--- src/rtl/sorted_code_point_lookup_unit_assert.svh ---
// ----------------------------------------------------------------------------
// sorted code point lookup assertion macros
// implication checks on one clock with a synchronous reset
// ----------------------------------------------------------------------------
`ifndef SORTED_CODE_POINT_LOOKUP_UNIT_ASSERT_SVH
`define SORTED_CODE_POINT_LOOKUP_UNIT_ASSERT_SVH

// same-cycle implication
`define SCLU_ASSERT_IMP(label, clk, rst, cond, expr) \
  label: assert property (@(posedge clk) disable iff (rst) (cond) |-> (expr)) \
    else $error("sclu assertion failed");

// next-cycle implication
`define SCLU_ASSERT_NXT(label, clk, rst, cond, expr) \
  label: assert property (@(posedge clk) disable iff (rst) (cond) |=> (expr)) \
    else $error("sclu assertion failed");

`endif

--- src/rtl/sclu_ram.sv ---
// ----------------------------------------------------------------------------
// sclu_ram
// generic simple dual-port ram with registered read
// ----------------------------------------------------------------------------
module sclu_ram #(
  parameter int  WIDTH = 8,
  parameter int  DEPTH = 16,
  localparam int AW    = (DEPTH > 1) ? $clog2(DEPTH) : 1
) (
  input  logic             clk,
  input  logic             we,
  input  logic [AW-1:0]    waddr,
  input  logic [WIDTH-1:0] wdata,
  input  logic             re,
  input  logic [AW-1:0]    raddr,
  output logic [WIDTH-1:0] rdata
);

  logic [WIDTH-1:0] mem [DEPTH];

  always_ff @(posedge clk) begin
    if (we) begin
      mem[waddr] <= wdata;
    end
    if (re) begin
      rdata <= mem[raddr];
    end
  end

endmodule

--- config.mk ---
export PLATFORM = sky130hd
export DESIGN_NAME = sclu_ram
export DESIGN_NICKNAME = d
export VERILOG_FILES = /design/src/rtl/sorted_code_point_lookup_unit_assert.svh /design/src/rtl/sclu_ram.sv
export SDC_FILE = /design/constraint.sdc
export NUM_CORES = 1
export LEC_CHECK = 0
export ABC_AREA = 0
export BUFFER_PORTS_ARGS = -buffer_cell sky130_fd_sc_hd__buf_2
export CELL_PAD_IN_SITES_DETAIL_PLACEMENT = 1
export CELL_PAD_IN_SITES_GLOBAL_PLACEMENT = 1
export CORE_UTILIZATION = 34
export DETAILED_ROUTE_END_ITERATION = 12
export PLACE_DENSITY = 0.59
export SLEW_MARGIN = 25
export SYNTH_ARGS = -nofsm -noshare
export SYNTH_HDL_FRONTEND = slang
export SYNTH_SLANG_ARGS = --single-unit
--- constraint.sdc ---
create_clock -name clk -period 2.2 [get_ports clk]
set_input_delay 0.44 -clock clk [delete_from_list [all_inputs] [get_ports clk]]
set_output_delay 0.44 -clock clk [all_outputs]
set_load 0.02 [all_outputs]
# Yosys cells after proc, flatten, opt, wreduce, memory -nomap -nowiden
# Memory sizes are Yosys's and may differ from the RTL's. A register that Yosys moved wholly into a read port is not among the register bits.
# Index checks and enable logic that the tools add are counted.
dict set report word_totals {
  elab_cells 3
  romBits 0
  mem_count 1
  ramBits 128
  latchBits 0
  out_inout_bits 8
  ff_bits 0
}
# name words word_bits rd rd_ports_with_merged_regs write_ports line_no
set mem_list {}
lappend mem_list {mem 16 8 1 1 1 sclu_ram.sv:19} ;# logic [WIDTH-1:0] mem [DEPTH];
dict set report op_classes {
  multipliers 0
  n_div 0
  n_eq_ne 0
  n_mux 2
  magnitude_cmp 0
  n_reduce_logical 0
  n_bitwise 0
  shifts 0
  n_addsub 0
}
# cell n
set ops {}
lappend ops {{$mux W1} 2}

# Longest topological paths before layout
dict set report depth {
  ltp_word 2
  depth_mapped 5
}

# Worst setup path before layout
# OpenSTA, ideal clock, no wires.
dict set report synth_timing {
  path_kind {input port to flip-flop}
  from {in waddr[2]}
  to {mem mem[0][0], enable pin}
  path_stages 2
  n_path_buf 0
  slack_ns 0.267
  arrival_time_ns 1.550
  path_cell_list {or3b_2 > nor3_1}
}
# item line_no
set synth_lines {}
lappend synth_lines {{start, declared} sclu_ram.sv:12} ;# input logic [AW-1:0] waddr,
lappend synth_lines {{end, declared} sclu_ram.sv:19}
# Straight into the memory's write port.

==> summary.txt <==
Setup path
  – Worst-path maximum fanout: 11
  – Nature of the critical path endpoint: flip-flop
  – Worst path slowest cell: mux4_1
  – FF-to-FF setup slack: 0.65 ns
  – CP top delay family: multiplexers
  – Worst path max stage delay: around 0.57 ns
  – Buf/Inv on CP: 2
  – Crit Path Class: in2reg
  – Worst endpoint required time: between 2 and 2.5 ns
  – CP Launch Type: input pin
  – R2r endpoint: rdata[5]
  – Critical path arrival: around 1.8 ns
  – Critical Path, Cell by Cell: buf_2 -> buf_12 -> mux4_1 -> a22oi_1 -> nand2_1
  – FF-to-FF Start: mem[2][5]
  – Worst r2r path cells: 3

Die
  – Die area: between 0.015 and 0.02 mm^2
  – Die Height: about 130 um
  – Die width: ~130 um
  – FP Rows: 44
  – Top Ports: 27
  – Total core area: 0.0148 mm^2
  – Initial core utilization: 0.354

Power and ir drop
  – Internal Power: about 0.0046 W
  – LEAKAGE: approximately 2.1 nW
  – Total power: 0.00574 W
  – Net Sw Frac: 0.205
  – Clock Power Share: 0.437
  – Sw Pwr: roughly 0.0012 W
  – Comb pwr share: 0.052
  – Sequential share of power: 0.512
  – Max VDD drop: between 0.0005 and 0.0006 V
  – Power per cell area: about 920 mW/mm^2

Yosys
  – Main synth FF type: edfxtp_1
  – Syn nets: around 250
  – Register area share after synthesis: 0.781
  – Synth warn: 0
  – Area leader, netlist: edfxtp_1
  – Synth top area share: 0.781
  – Cell with the most instances after synthesis: edfxtp_1
  – Synth area leaders: edfxtp_1, mux4_2, mux4_1, a22oi_1, nor2_1
  – Syn_area_per_cell: approximately 23 um^2
  – Register bit count reported by yosys: approximately 140
  – EDFF count, synth: about 140
  – Synth unique cells: 18
  – Synthesized cell area: 0.00523 mm^2
  – Post-synth top cells: edfxtp_1, mux4_2, a22oi_1
  – Synthesized instance count: 229
  – Synth async-reset ratio: 0

GRT
  – Vias in the first global route: between 2,000 and 3,000
  – Tot GR Track Use: 0.153
  – Global-route wire length before repair: about 17,000 um
  – Grt ovf: 0
  – Largest net degree at the start of global routing: 33
  – Antenna violations before repair: 0

Drt
  – Vias per cell: 5.11
  – Met3 wire length: 346 um
  – Routed vias: 2,470
  – DRC viols: 0
  – Routed len/inst: 22.3 um
  – Routed Antenna Nets: 0
  – DRT met1 WL: 4750 um
  – Met2 WL post-DR: between 5000 and 6000 um
  – Routed wire length: between 10,000 and 15,000 um
  – Initial drt markers: roughly 170
  – DR pass1 iterations: 4
  – Top Metal Used: met4

Hold path
  – Worst hold start: wdata[7]
  – Min-Delay Path Class: in2reg
  – Worst Hold Depth: 1
  – Hold path endpoint: mem[13][7]

Placed design
  – Area after DPL: ~0.0057 mm^2
  – PortBufs: 26
  – HPWL Detailed: ~7100 um
  – DP Worst Slack: approximately 0.091 ns
  – GP Congestion: ~0.70
  – Placed insts: ~450

STA
  – FMAX: about 600 MHz
  – Final Hold Violating Endpoints: 0
  – Tightest Pin Transition: between 0.4 and 0.5 ns
  – Fin Clk Skew: about 0.011 ns
  – Fin worst setup slack: between 0.5 and 0.6 ns
  – Setup TNS: 0 ns
  – Setup violators final: 0
  – Minimum clock period: 1.66 ns
  – Rel. slew slack: 0.719
  – Crit share post-route: 0.756
  – Final Max Slew Viols: 0
  – RSZ-0062 raised after global routing: no

Clock network
  – Clk_lat worst skew: 0.42 ns
  – Hold buffer count at cts: 0
  – H-Tree Depth: 4
  – TritonCTS clock tree: built
  – Worst-path clk slew: 0.06 ns
  – CTS Root Cell: clkbuf_16
  – Clock Path Buffers: 2
  – Number of CTS-inserted buffers: 17
  – Clock Sink Count: 136
  – Cts repair resizes: 0
  – Post-CTS Setup Bufs: 0

Finish
  – Layout area overhead: 19.3%
  – Post-route cell area: 0.00624 mm^2
  – Share of cells above drive strength 1: 0.311
  – Antenna cells: 0
  – Non-Filler Instances: 483
  – Fill cells: 1,420
  – Final net count: between 300 and 400

Status
  – Status: complete, no violations

Job
  – Max_cap viols: 0
[logic make-up after synthesis]
family | after synthesis | synth area share
simple gates | 35 | 0.0314
buf+inv | 10 | 0.0165
mux | 32 | 0.148
compound gates | 16 | 0.0230
flops | 136 | 0.781
[worst reg2reg max path: cells and delay by family, from the launching register on]
kind,cells,cell delay (ns)
mux,1,0.51
flops,1,0.37
simple gates,1,0.10
compound gates,1,0.30
[per-stage QoR]
step | util | hold WS [ns]
floorplan | - | 0.539
global placement | 0.387 | 0.728
detailed placement | 0.387 | 0.751
CTS | 0.423 | 0.403
global route | 0.423 | 0.405
finish | 0.423 | 0.409
[layer usage]
layer  GRT usage  vias up
met5           0        -
met4      0.0787        0
met3      0.0387       10
met2       0.249       47
met1       0.189     1314
li1            -     1099
[worst max path at each step]
stage / startpoint / to / slack [ns] / depth (start not counted)
after floorplan: waddr[2] / mem[0][0] / 0.27 / 2
after global placement: raddr[0] / rdata[3] / 0.12 / 5
after detailed placement: raddr[0] / rdata[3] / 0.09 / 5
after CTS: raddr[0] / rdata[3] / 0.54 / 5
after global routing: raddr[0] / rdata[2] / 0.46 / 5
final: raddr[0] / rdata[5] / 0.54 / 5
[cells in the final DEF, fill, tap and decap left out, drive strengths merged]
cell type    n
a22oi       16
and2         1
and2b        1
buf         48
bufinv       1
clkbuf      19
clkinv      11
clkinvlp     1
edfxtp     136
mux4        32
nand2        9
nand2b       2
nand3        1
nand3b       2
nor2        13
nor2b        1
nor3         4
or3b         1
[registers in the layout (all words and copies together) (netlist names)]
name,cells
rdata,8
mem,128
[final cells by class]
cell class,instances,area (um^2),area share
well taps,184,230,0.0369
clock inverters,13,87.6,0.0140
flip-flops and latches,136,4080,0.655
repair buffers,48,345,0.0554
multi-input cells,83,1060,0.170
clock buffers,19,433,0.0694
[power by group through the flow]
| stage | Clock [W] | Combinational [W] | Sequential [W] |
|---|---|---|---|
| floorplan | 0 | 0.000147 | 0.00300 |
| global placement | 0 | 0.000295 | 0.00299 |
| detailed placement | 0 | 0.000304 | 0.00299 |
| CTS | 0.00256 | 0.000304 | 0.00294 |
| global route | 0.00266 | 0.000325 | 0.00294 |
| finish | 0.00251 | 0.000296 | 0.00293 |
(Power assumes the default switching activity.)
